File: src/rtl/ptd_pkg.sv
`timescale 1ns / 1ps
`default_nettype none
// ----------------------------------------------------------------------------
// ptd_pkg
// shared widths, microcode types and step addresses for the trial division
// primality tester
// ----------------------------------------------------------------------------
package ptd_pkg;

    localparam int INPUT_WIDTH = 64;
    localparam int VALUE_WIDTH = 64;
    localparam int ROOT_WIDTH  = (VALUE_WIDTH + 1) / 2;
    localparam int SHIFT_WIDTH = 2 * ROOT_WIDTH;
    localparam int ACC_WIDTH   = ROOT_WIDTH + 3;
    localparam int COUNT_WIDTH = $clog2(SHIFT_WIDTH + 1);
    localparam int PC_WIDTH    = 4;

    typedef logic [PC_WIDTH-1:0] pc_t;

    localparam pc_t STEP_WAIT      = 4'd0;
    localparam pc_t STEP_SMALL     = 4'd1;
    localparam pc_t STEP_ROOT_INIT = 4'd2;
    localparam pc_t STEP_ROOT      = 4'd3;
    localparam pc_t STEP_DIV_SET   = 4'd4;
    localparam pc_t STEP_TRY       = 4'd5;
    localparam pc_t STEP_DIV_INIT  = 4'd6;
    localparam pc_t STEP_DIV       = 4'd7;
    localparam pc_t STEP_TEST      = 4'd8;
    localparam pc_t STEP_NEXT      = 4'd9;
    localparam pc_t STEP_COMPOSITE = 4'd10;
    localparam pc_t STEP_EMIT      = 4'd11;
    localparam pc_t STEP_RETURN    = 4'd12;

    typedef enum logic [3:0] {
        OP_NOP,
        OP_LOAD,
        OP_VERDICT_CLR,
        OP_ROOT_INIT,
        OP_ROOT_STEP,
        OP_DIV_SET,
        OP_DIV_INIT,
        OP_DIV_STEP,
        OP_DIV_NEXT,
        OP_EMIT
    } op_t;

    typedef enum logic [2:0] {
        C_NEVER,
        C_ALWAYS,
        C_NO_INPUT,
        C_N_BELOW_TWO,
        C_D_BELOW_TWO,
        C_COUNT_LIVE,
        C_REM_ZERO,
        C_OUT_BUSY
    } cond_t;

    typedef struct packed {
        op_t   op;
        cond_t cond;
        pc_t   target;
    } ctrl_t;

    typedef struct packed {
        logic n_below_two;
        logic d_below_two;
        logic count_live;
        logic rem_zero;
        logic out_busy;
    } stat_t;

endpackage
`default_nettype wire

File: src/rtl/ptd_urom.sv
`timescale 1ns / 1ps
`default_nettype none
// ----------------------------------------------------------------------------
// ptd_urom
// microcode table: one control word per step address
// ----------------------------------------------------------------------------
module ptd_urom (
    input  wire ptd_pkg::pc_t   pc,
    output ptd_pkg::ctrl_t      ctl
);
    import ptd_pkg::*;

    always_comb
    begin
        unique case (pc)
            STEP_WAIT:      ctl = '{op: OP_LOAD,        cond: C_NO_INPUT,    target: STEP_WAIT};
            STEP_SMALL:     ctl = '{op: OP_VERDICT_CLR, cond: C_N_BELOW_TWO, target: STEP_EMIT};
            STEP_ROOT_INIT: ctl = '{op: OP_ROOT_INIT,   cond: C_NEVER,       target: STEP_WAIT};
            STEP_ROOT:      ctl = '{op: OP_ROOT_STEP,   cond: C_COUNT_LIVE,  target: STEP_ROOT};
            STEP_DIV_SET:   ctl = '{op: OP_DIV_SET,     cond: C_NEVER,       target: STEP_WAIT};
            STEP_TRY:       ctl = '{op: OP_NOP,         cond: C_D_BELOW_TWO, target: STEP_EMIT};
            STEP_DIV_INIT:  ctl = '{op: OP_DIV_INIT,    cond: C_NEVER,       target: STEP_WAIT};
            STEP_DIV:       ctl = '{op: OP_DIV_STEP,    cond: C_COUNT_LIVE,  target: STEP_DIV};
            STEP_TEST:      ctl = '{op: OP_NOP,         cond: C_REM_ZERO,    target: STEP_COMPOSITE};
            STEP_NEXT:      ctl = '{op: OP_DIV_NEXT,    cond: C_ALWAYS,      target: STEP_TRY};
            STEP_COMPOSITE: ctl = '{op: OP_VERDICT_CLR, cond: C_NEVER,       target: STEP_WAIT};
            STEP_EMIT:      ctl = '{op: OP_EMIT,        cond: C_OUT_BUSY,    target: STEP_EMIT};
            STEP_RETURN:    ctl = '{op: OP_NOP,         cond: C_ALWAYS,      target: STEP_WAIT};
            default:        ctl = '{op: OP_NOP,         cond: C_ALWAYS,      target: STEP_WAIT};
        endcase
    end

endmodule
`default_nettype wire

File: src/rtl/ptd_sequencer.sv
`timescale 1ns / 1ps
`default_nettype none
// ----------------------------------------------------------------------------
// ptd_sequencer
// step counter with conditional jumps on datapath status
// ----------------------------------------------------------------------------
module ptd_sequencer (
    input  wire                 clk,
    input  wire                 rst_n,
    input  wire                 in_valid,
    input  wire ptd_pkg::ctrl_t ctl,
    input  wire ptd_pkg::stat_t stat,
    output ptd_pkg::pc_t        pc
);
    import ptd_pkg::*;

    pc_t  pc_reg;
    pc_t  pc_next;
    logic taken;

    always_comb
    begin
        unique case (ctl.cond)
            C_NEVER:       taken = 1'b0;
            C_ALWAYS:      taken = 1'b1;
            C_NO_INPUT:    taken = !in_valid;
            C_N_BELOW_TWO: taken = stat.n_below_two;
            C_D_BELOW_TWO: taken = stat.d_below_two;
            C_COUNT_LIVE:  taken = stat.count_live;
            C_REM_ZERO:    taken = stat.rem_zero;
            C_OUT_BUSY:    taken = stat.out_busy;
            default:       taken = 1'b0;
        endcase
        pc_next = taken ? ctl.target : pc_t'(pc_reg + pc_t'(1));
    end

    always_ff @(posedge clk or negedge rst_n)
    begin
        if (!rst_n)
        begin
            pc_reg <= STEP_WAIT;
        end
        else
        begin
            pc_reg <= pc_next;
        end
    end

    assign pc = pc_reg;

endmodule
`default_nettype wire

File: src/rtl/ptd_datapath.sv
`timescale 1ns / 1ps
`default_nettype none
// ----------------------------------------------------------------------------
// ptd_datapath
// bit-serial floor root and remainder unit, divisor counter, result register
// ----------------------------------------------------------------------------
module ptd_datapath (
    input  wire                                  clk,
    input  wire                                  rst_n,
    input  wire ptd_pkg::ctrl_t                  ctl,
    input  wire                                  in_valid,
    input  wire [ptd_pkg::INPUT_WIDTH-1:0]       number,
    input  wire                                  out_ready,
    output logic                                 out_valid,
    output logic                                 is_prime,
    output ptd_pkg::stat_t                       stat
);
    import ptd_pkg::*;

    logic [SHIFT_WIDTH-1:0] n_reg;
    logic [SHIFT_WIDTH-1:0] n_next;
    logic [SHIFT_WIDTH-1:0] sh_reg;
    logic [SHIFT_WIDTH-1:0] sh_next;
    logic [ACC_WIDTH-1:0]   acc_reg;
    logic [ACC_WIDTH-1:0]   acc_next;
    logic [ROOT_WIDTH-1:0]  root_reg;
    logic [ROOT_WIDTH-1:0]  root_next;
    logic [ROOT_WIDTH-1:0]  d_reg;
    logic [ROOT_WIDTH-1:0]  d_next;
    logic [COUNT_WIDTH-1:0] count_reg;
    logic [COUNT_WIDTH-1:0] count_next;
    logic                   verdict_reg;
    logic                   verdict_next;
    logic                   out_valid_reg;
    logic                   out_valid_next;
    logic                   is_prime_reg;
    logic                   is_prime_next;

    logic [ACC_WIDTH-1:0]   root_rem;
    logic [ACC_WIDTH-1:0]   root_trial;
    logic [ROOT_WIDTH:0]    div_rem;
    logic [ROOT_WIDTH:0]    div_d;
    logic                   out_busy;
    logic                   emit;

    // one root bit per step
    assign root_rem   = {acc_reg[ACC_WIDTH-3:0], sh_reg[SHIFT_WIDTH-1 -: 2]};
    assign root_trial = {1'b0, root_reg, 2'b01};

    // one quotient bit per step
    assign div_rem = {acc_reg[ROOT_WIDTH-1:0], sh_reg[SHIFT_WIDTH-1]};
    assign div_d   = {1'b0, d_reg};

    assign out_busy = out_valid_reg && !out_ready;
    assign emit     = (ctl.op == OP_EMIT) && !out_busy;

    always_comb
    begin
        n_next       = n_reg;
        sh_next      = sh_reg;
        acc_next     = acc_reg;
        root_next    = root_reg;
        d_next       = d_reg;
        count_next   = count_reg;
        verdict_next = verdict_reg;
        unique case (ctl.op)
            OP_NOP:
            begin
            end
            OP_LOAD:
            begin
                if (in_valid)
                begin
                    n_next = SHIFT_WIDTH'(number[VALUE_WIDTH-1:0]);
                end
            end
            OP_VERDICT_CLR:
            begin
                verdict_next = 1'b0;
            end
            OP_ROOT_INIT:
            begin
                acc_next   = '0;
                root_next  = '0;
                sh_next    = n_reg;
                count_next = COUNT_WIDTH'(ROOT_WIDTH);
            end
            OP_ROOT_STEP:
            begin
                if (root_rem >= root_trial)
                begin
                    acc_next  = root_rem - root_trial;
                    root_next = {root_reg[ROOT_WIDTH-2:0], 1'b1};
                end
                else
                begin
                    acc_next  = root_rem;
                    root_next = {root_reg[ROOT_WIDTH-2:0], 1'b0};
                end
                sh_next    = {sh_reg[SHIFT_WIDTH-3:0], 2'b00};
                count_next = count_reg - COUNT_WIDTH'(1);
            end
            OP_DIV_SET:
            begin
                d_next       = root_reg;
                verdict_next = 1'b1;
            end
            OP_DIV_INIT:
            begin
                acc_next   = '0;
                sh_next    = n_reg;
                count_next = COUNT_WIDTH'(SHIFT_WIDTH);
            end
            OP_DIV_STEP:
            begin
                if (div_rem >= div_d)
                begin
                    acc_next = ACC_WIDTH'(div_rem - div_d);
                end
                else
                begin
                    acc_next = ACC_WIDTH'(div_rem);
                end
                sh_next    = {sh_reg[SHIFT_WIDTH-2:0], 1'b0};
                count_next = count_reg - COUNT_WIDTH'(1);
            end
            OP_DIV_NEXT:
            begin
                d_next = d_reg - ROOT_WIDTH'(1);
            end
            OP_EMIT:
            begin
            end
            default:
            begin
            end
        endcase
    end

    always_comb
    begin
        out_valid_next = out_valid_reg;
        is_prime_next  = is_prime_reg;
        if (emit)
        begin
            out_valid_next = 1'b1;
            is_prime_next  = verdict_reg;
        end
        else if (out_ready)
        begin
            out_valid_next = 1'b0;
        end
    end

    always_ff @(posedge clk)
    begin
        n_reg        <= n_next;
        sh_reg       <= sh_next;
        acc_reg      <= acc_next;
        root_reg     <= root_next;
        d_reg        <= d_next;
        count_reg    <= count_next;
        verdict_reg  <= verdict_next;
        is_prime_reg <= is_prime_next;
    end

    always_ff @(posedge clk or negedge rst_n)
    begin
        if (!rst_n)
        begin
            out_valid_reg <= 1'b0;
        end
        else
        begin
            out_valid_reg <= out_valid_next;
        end
    end

    assign out_valid = out_valid_reg;
    assign is_prime  = is_prime_reg;

    assign stat.n_below_two = (n_reg[SHIFT_WIDTH-1:1] == '0);
    assign stat.d_below_two = (d_reg[ROOT_WIDTH-1:1] == '0);
    assign stat.count_live  = (count_reg != COUNT_WIDTH'(1));
    assign stat.rem_zero    = (acc_reg == '0);
    assign stat.out_busy    = out_busy;

endmodule
`default_nettype wire

File: src/rtl/primality_trial_division.sv
`timescale 1ns / 1ps
`default_nettype none
// ----------------------------------------------------------------------------
// primality_trial_division
// trial division primality test run by a microcoded sequencer
//
//   channel | signals                      | word
//   --------+------------------------------+-----------------------------
//   in      | in_valid, in_ready, number   | 64-bit unsigned value
//   out     | out_valid, out_ready, is_prime | 1 when the value is prime
//
// per word: W = ROOT_WIDTH (32) root steps give R = floor root, then each trial
// divisor from R down to 2 takes S = SHIFT_WIDTH (64) quotient steps in the
// shared remainder unit, one quotient bit per cycle
// a composite stops at its largest divisor not above R
// values below 2 skip the root and the trial divisions and are not prime
// one word in flight; the next word is taken while a result waits in the
// output register
// reset clears the step counter and the output valid
// ----------------------------------------------------------------------------
module primality_trial_division (
    input  wire                                 clk,
    input  wire                                 rst_n,
    input  wire                                 in_valid,
    output logic                                in_ready,
    input  wire [ptd_pkg::INPUT_WIDTH-1:0]      number,
    output logic                                out_valid,
    input  wire                                 out_ready,
    output logic                                is_prime
);
    import ptd_pkg::*;

    pc_t   pc;
    ctrl_t ctl;
    stat_t stat;

    ptd_urom u_urom (
        .pc  (pc),
        .ctl (ctl)
    );

    ptd_sequencer u_sequencer (
        .clk      (clk),
        .rst_n    (rst_n),
        .in_valid (in_valid),
        .ctl      (ctl),
        .stat     (stat),
        .pc       (pc)
    );

    ptd_datapath u_datapath (
        .clk       (clk),
        .rst_n     (rst_n),
        .ctl       (ctl),
        .in_valid  (in_valid),
        .number    (number),
        .out_ready (out_ready),
        .out_valid (out_valid),
        .is_prime  (is_prime),
        .stat      (stat)
    );

    assign in_ready = (ctl.op == OP_LOAD);

    // one word at a time
    a_one_in_flight: assert property (@(posedge clk) disable iff (!rst_n)
        (in_valid && in_ready) |=> !in_ready)
        else $error("second word taken while one is in work");

    // a result appears only from the emit step
    a_emit_source: assert property (@(posedge clk) disable iff (!rst_n)
        $rose(out_valid) |-> $past(ctl.op == OP_EMIT))
        else $error("result raised outside the emit step");

    // never divide by zero or one
    a_divisor_range: assert property (@(posedge clk) disable iff (!rst_n)
        (ctl.op == OP_DIV_STEP) |-> !stat.d_below_two)
        else $error("remainder step with divisor below two");

endmodule
`default_nettype wire
File: config.mk
export PLATFORM = sky130hd
export DESIGN_NAME = primality_trial_division
export DESIGN_NICKNAME = d
export VERILOG_FILES = /design/src/rtl/ptd_pkg.sv /design/src/rtl/ptd_urom.sv /design/src/rtl/ptd_sequencer.sv /design/src/rtl/ptd_datapath.sv /design/src/rtl/primality_trial_division.sv
export SDC_FILE = /design/constraint.sdc
export NUM_CORES = 1
export LEC_CHECK = 0
export BUFFER_PORTS_ARGS = -buffer_cell sky130_fd_sc_hd__buf_4
export CORE_UTILIZATION = 56
export DETAILED_ROUTE_END_ITERATION = 10
export PLACE_DENSITY = 0.74
export SYNTH_ARGS = -nofsm -noshare
export SYNTH_HDL_FRONTEND = slang
export SYNTH_SLANG_ARGS = --single-unit
File: constraint.sdc
create_clock -name clk -period 5.35 [get_ports clk]
set_clock_uncertainty 0.1 [all_clocks]
set_input_delay 0 -clock clk [delete_from_list [all_inputs] [get_ports clk]]
set_output_delay 0 -clock clk [all_outputs]
set_load 0.05 [all_outputs]
==> flow_summary.json, run 1 <==
{
  "synth_compound_gate_area_share_pct": 17.7,
  "cts_resized": 0,
  "yosys_register_bits": 241,
  "rows": 60,
  "layout.nets": 1797,
  "arrival_ps": 4480,
  "layout_common_cells": "edfxtp_1 (236), nand2_1 (223), a21oi_1 (101)",
  "synth_edf_count": 236,
  "synth_xor_xnor_area_share_pct": 5.27,
  "netlist.area_leader.share_pct": 46.4,
  "maxCapViolations": 0,
  "antenna_found_initial": 0,
  "synthesis.nets": 1692,
  "place_ws_ps": 1160,
  "setup_tns_ps": 0,
  "hold_path_startpoint": "in_valid",
  "portBuffers": 70,
  "vias": 12638,
  "setup_viol": 0,
  "syn_avg_cell_area_sq_um": 9.87,
  "path_delay_family": "buffers and inverters",
  "die-height_um": 167,
  "place_congestion": 0.962,
  "cts.path.max_buffers": 3,
  "fin_cells": 2017,
  "wl_per_cell_um": 20.6,
  "die_area_sq_um": 28000,
  "max_slew_margin_pct": 19.3,
  "cp_slowest_stage_delay_ps": 660,
  "end_kind": "flip-flop",
  "synth_cell_types": 82,
  "grt.total_usage_pct": 29.3,
  "crit_buf_inv": 3,
  "synth_top_family_by_area": "compound AO/OA/AOI/OAI gates",
  "r2r_start": "u_sequencer.pc[0]",
  "path_class": "flip-flop to flip-flop",
  "area_delta_synth_final_pct": 15.8,
  "slowest_stage": "buf_4",
  "finalHoldViolations": 0,
  "yosys_warnings": 0,
  "clock-sinks": 241,
  "ys.flop_type": "edfxtp_1",
  "min_to": "u_sequencer.pc[2]",
  "ys_seq_area_share_pct": 47.2,
  "final_common_cell": "edfxtp_1",
  "synth_cells": 1549,
  "cts_tree": "done",
  "worstPathCellList": "inv_1 > ha_1 > a21oi_1 > o21a_1 > nor2_1 > a2111oi_4 > buf_4 > nor2_4 > buf_4 > nand2_1 > nand2_1",
  "grt.overflow.total": 0,
  "fin_crit_sh_pct": 80.2,
  "root_buffer": "clkbuf_16",
  "start_util_pct": 56.9,
  "fmaxAchievable_ghz": 0.233,
  "diodes": 0,
  "via_per_inst": 6.27,
  "io_pins": 71,
  "grt_pass1_wl_um": 65000,
  "grt_pass1_vias": 12283,
  "placed_cells": 1898,
  "drv_slew": 0,
  "grt_max_degree": 80,
  "core_area_sq_um": 26900,
  "cp_data_required_time_ps": 5540,
  "whs_path_depth": 5,
  "routed_wl_um": 41500,
  "fin_ws_ps": 1060,
  "dp_hpwl_um": 28000,
  "yosys.area_share.simple_pct": 16.3,
  "r2r_end": "u_datapath.sh_reg[41]",
  "ant_nets": 0,
  "drt-pass1-iter-count": 7,
  "htreeDepth": 1,
  "cts_setup_buffers": 0,
  "drive_above_1_share_pct": 10.1,
  "synth.area.mux_share_pct": 2.62,
  "tightest_slew_ps": 1210,
  "rsz0062_at_grt": "no",
  "layout_min_cycle_time_ps": 4290,
  "ff2ff_setup_slack_ps": 1060,
  "die_width_um": 167,
  "drt_iter0_markers": 1151,
  "start_kind": "flip-flop",
  "synth_largest_area_cell": "edfxtp_1",
  "netlist_area_sq_um": 15300,
  "async_flop_share_pct": 2.07,
  "synth.area.top_cells": "edfxtp_1 (46%), ha_1 (6.1%), nand2_1 (5.5%)",
  "drc": 0,
  "insertion_delay_ps": 560,
  "status": "finished clean",
  "clk_pin_slew_ps": 60,
  "hp-class": "input pin to flip-flop",
  "reg2reg_depth": 11,
  "critPathMaxFanout": 65,
  "synth_fa_ha_area_share_pct": 6.19,
  "cts_buffers": 28
}
==> routing by layer <==
layer | global-route usage [%] | wire [um]
met5 | 0 | 0
met2 | 48.0 | 19300
met3 | 5.01 | 3300
met1 | 39.8 | 17800
met4 | 8.93 | 1050
==> Yosys cell counts (4+ instances only) <==
library cell    n
o221ai_1        5
mux2i_1        40
nor3_1         34
o22ai_1        27
nand2_1       223
buf_2          21
buf_4           7
and2_1          6
o21ai_0        67
nor4_1         70
o21a_1         12
a22oi_1        61
a211oi_1        9
o21bai_1        4
buf_1           6
o21ai_1        12
nand3_1        23
nor2_1         85
a31oi_1        10
nand4_1        18
xor2_1         24
o31a_1          7
or2_2           4
o211ai_1       14
edfxtp_1      236
a211o_1         5
a21o_1         28
nor2b_1        10
dfrtp_1         5
inv_1          94
nand2b_1       10
xnor2_1        68
and3_1          7
a21boi_0        4
clkbuf_1       41
or3_1          11
a21oi_1       101
ha_1           74
==> cell type report <==
type | count | area (sq um)
Clock buffer | 29 | 704
Clock inverter | 23 | 280
Sequential cell | 241 | 7210
Inverter | 95 | 357
Fill cell | 2064 | 9180
Tap cell | 341 | 427
Multi-Input combinational cell | 1134 | 7390
Timing Repair Buffer | 154 | 1320
==> per-stage QoR <==
stage	hold slack (ps)	cell area [sq um]	util, %
3_3_place_gp	-298	16000	59.7
4_1_cts	4.91	17700	65.9
3_5_place_dp	-297	16000	59.7
6_report	51.2	17700	65.9
2_1_floorplan	-396	15300	-
5_1_grt	64.6	17700	65.9
==> kinds of logic after synthesis <==
| group | after synthesis |
|---|---|
| xor+xnor | 92 |
| fa+ha+maj | 75 |
| flops | 241 |
| compound gates | 406 |
| buf+inv | 174 |
| simple gates | 521 |
| mux | 40 |
==> how the worst max path moves through the flow <==
stage	slack (ps)	end	depth (start not counted)	startpoint
6_report	1060	u_datapath.sh_reg[41]	11	u_sequencer.pc[0]
5_1_grt	830	u_datapath.sh_reg[45]	11	u_sequencer.pc[0]
4_1_cts	1150	u_datapath.sh_reg[36]	8	u_sequencer.pc[0]
3_5_place_dp	1160	u_datapath.sh_reg[8]	8	u_sequencer.pc[0]
3_3_place_gp	1320	u_datapath.sh_reg[8]	8	u_sequencer.pc[0]
2_1_floorplan	480	u_datapath.acc_reg[0]	9	u_sequencer.pc[0]
==> timing repair <==
action | in CTS | in global routing
endpoints found under the hold margin | 71 | 0
hold buffers | 67 | 0
setup endpoints to repair | 0 | 0
==> worst register-to-register path: cells and delay by family, from the launching register on <==
kind | cells | cell delay, ps
buffers and inverters | 3 | 1180
AND/OR/NAND/NOR | 4 | 670
AO/OA/AOI/OAI | 3 | 1170
flip-flops | 1 | 540
adder cells (fa/ha/maj) | 1 | 370
Power of run 1 is not shown: default switching activity piles up to over one toggle a cycle in this logic, so the estimate is an artifact.
==> run 2, diff against run 1 <==
==> constraint.sdc (replaced) <==
create_clock -name clk -period 4.5 [get_ports clk]
set_clock_uncertainty 0.1 [all_clocks]
set_input_delay 0 -clock clk [delete_from_list [all_inputs] [get_ports clk]]
set_output_delay 0 -clock clk [all_outputs]
set_load 0.05 [all_outputs]
==> run 2 against run 1 <==
  * Maximum frequency up 7.3%
  * Global-route usage barely moved
  * Die area stayed put
  * Sequential cell count did not move
  * Critical endpoint is now u_datapath.acc_reg[17]
  * Design area fell by 0.17%
  * Cell count is essentially flat
==> flow_summary.json, run 2 (synthesized netlist as in run 1, its figures left out) <==
{
  "antenna_found_initial": 0,
  "max_slew_margin_pct": 24.6,
  "wl_per_cell_um": 20.3,
  "status": "finished clean",
  "root_buffer": "clkbuf_16",
  "ant_nets": 0,
  "cts_tree": "done",
  "reg2reg_depth": 11,
  "core_area_sq_um": 26900,
  "portBuffers": 70,
  "grt_pass1_vias": 12138,
  "drive_above_1_share_pct": 9.84,
  "htreeDepth": 1,
  "cts_buffers": 27,
  "drv_slew": 0,
  "worstPathCellList": "ha_1 > nand3_1 > nor2_1 > nand2_1 > nor4_1 > a31oi_1 > o21ai_4 > buf_12 > mux2i_1 > or3_1 > o21ai_1",
  "tightest_slew_ps": 1130,
  "clk_pin_slew_ps": 70,
  "cts.path.max_buffers": 3,
  "grt.overflow.total": 0,
  "drt_iter0_markers": 1238,
  "critPathMaxFanout": 23,
  "slowest_stage": "nor4_1",
  "fin_crit_sh_pct": 88.8,
  "layout_min_cycle_time_ps": 4000,
  "regArea_sq_um": 7210,
  "layout_common_cells": "edfxtp_1 (236), nand2_1 (223), a21oi_1 (101)",
  "cp_slowest_stage_delay_ps": 550,
  "cts_resized": 0,
  "start_util_pct": 56.9,
  "cts_setup_buffers": 0,
  "holdBufCountCts": 68,
  "grt.total_usage_pct": 29.2,
  "clock-sinks": 241,
  "grt_max_degree": 73,
  "multi_input_area_sq_um": 7390,
  "vias": 12754,
  "insertion_delay_ps": 560,
  "die-height_um": 167,
  "die_area_sq_um": 28000,
  "place_congestion": 1.00,
  "via_per_inst": 6.32,
  "layout.nets": 1804,
  "final_common_cell": "edfxtp_1",
  "ff2ff_setup_slack_ps": 500,
  "worstSetupStartpoint": "u_datapath.acc_reg[16]",
  "finalHoldViolations": 0,
  "cp_data_required_time_ps": 4800,
  "area_delta_synth_final_pct": 15.6,
  "drc": 0,
  "hp-class": "input pin to flip-flop",
  "end_kind": "flip-flop",
  "rows": 60,
  "fin_util_pct": 65.7,
  "drt-pass1-iter-count": 6,
  "setup_tns_ps": 0,
  "arrival_ps": 4290,
  "setup_viol": 0,
  "start_kind": "flip-flop",
  "die_width_um": 167,
  "crit_end": "u_datapath.acc_reg[17]",
  "path_class": "flip-flop to flip-flop",
  "rsz0062_at_grt": "no",
  "r2r_end": "u_datapath.acc_reg[17]",
  "fmaxAchievable_ghz": 0.250,
  "routed_wl_um": 41000,
  "io_pins": 71,
  "grt_pass1_wl_um": 64800,
  "r2r_start": "u_datapath.acc_reg[16]",
  "maxCapViolations": 0,
  "dp_hpwl_um": 28300,
  "num-fill-cells": 2048
}
run 2: cell types whose count changed in the layout (fill, tap and decap cells not counted), sizes merged:
cell,delta
clkinv,-6
dlygate4sd3,+1
clkinvlp,+2
bufinv,-3
inv,-1
diode,+1
clkbuf,+1
buf,+7
run 2: area by class of cell:
type,count,area share (%)
Antenna cell,1,0.0142
Clock buffer,30,3.89
Clock inverter,15,0.864
Inverter,95,2.02
Multi-Input combinational cell,1134,41.9
Sequential cell,241,40.8
Tap cell,341,2.41
Timing Repair Buffer,162,8.13
run 2: stage by stage:
step                      hold WS, ps  instance area, sq um  setup WS [ps]  instances
final                            59.2                 17700            503       2019
after global routing             51.5                 17700            302       2018
after floorplan                  -396                 15300           2.98       1549
after detailed placement         -296                 16100            618       1905
after global placement           -297                 16100            656       1905
after CTS                        43.5                 17700            582       2018
run 2: metal layers:
layer | GRT usage (%) | vias up | routed length (um)
met5 | 0 | - | 0
met4 | 8.34 | 0 | 1040
met3 | 3.78 | 83 | 2960
met2 | 48.5 | 551 | 19300
met1 | 40.3 | 6107 | 17700
li1 | - | 6013 | -
run 2: worst min-delay path by stage:
stage	cells past startpoint	startpoint	slack, ps	endpoint
after global placement	1	rst_n	-300	u_datapath.out_valid
after CTS	2	number[29]	40	u_datapath.n_reg[29]
after floorplan	0	rst_n	-400	u_datapath.out_valid
after global routing	2	number[7]	50	u_datapath.n_reg[7]
final	2	number[39]	60	u_datapath.n_reg[39]
after detailed placement	1	rst_n	-300	u_datapath.out_valid
run 2: worst max-delay path: cells and delay by family (launching register included):
family | cells | cell delay [ps]
and+or+nand+nor | 5 | 1570
AOI/OAI and AO/OA | 3 | 740
DFF | 1 | 520
adders and majority gates | 1 | 500
buffers and inverters | 1 | 290
muxes | 1 | 90
Power of run 2 is left out for the same reason.
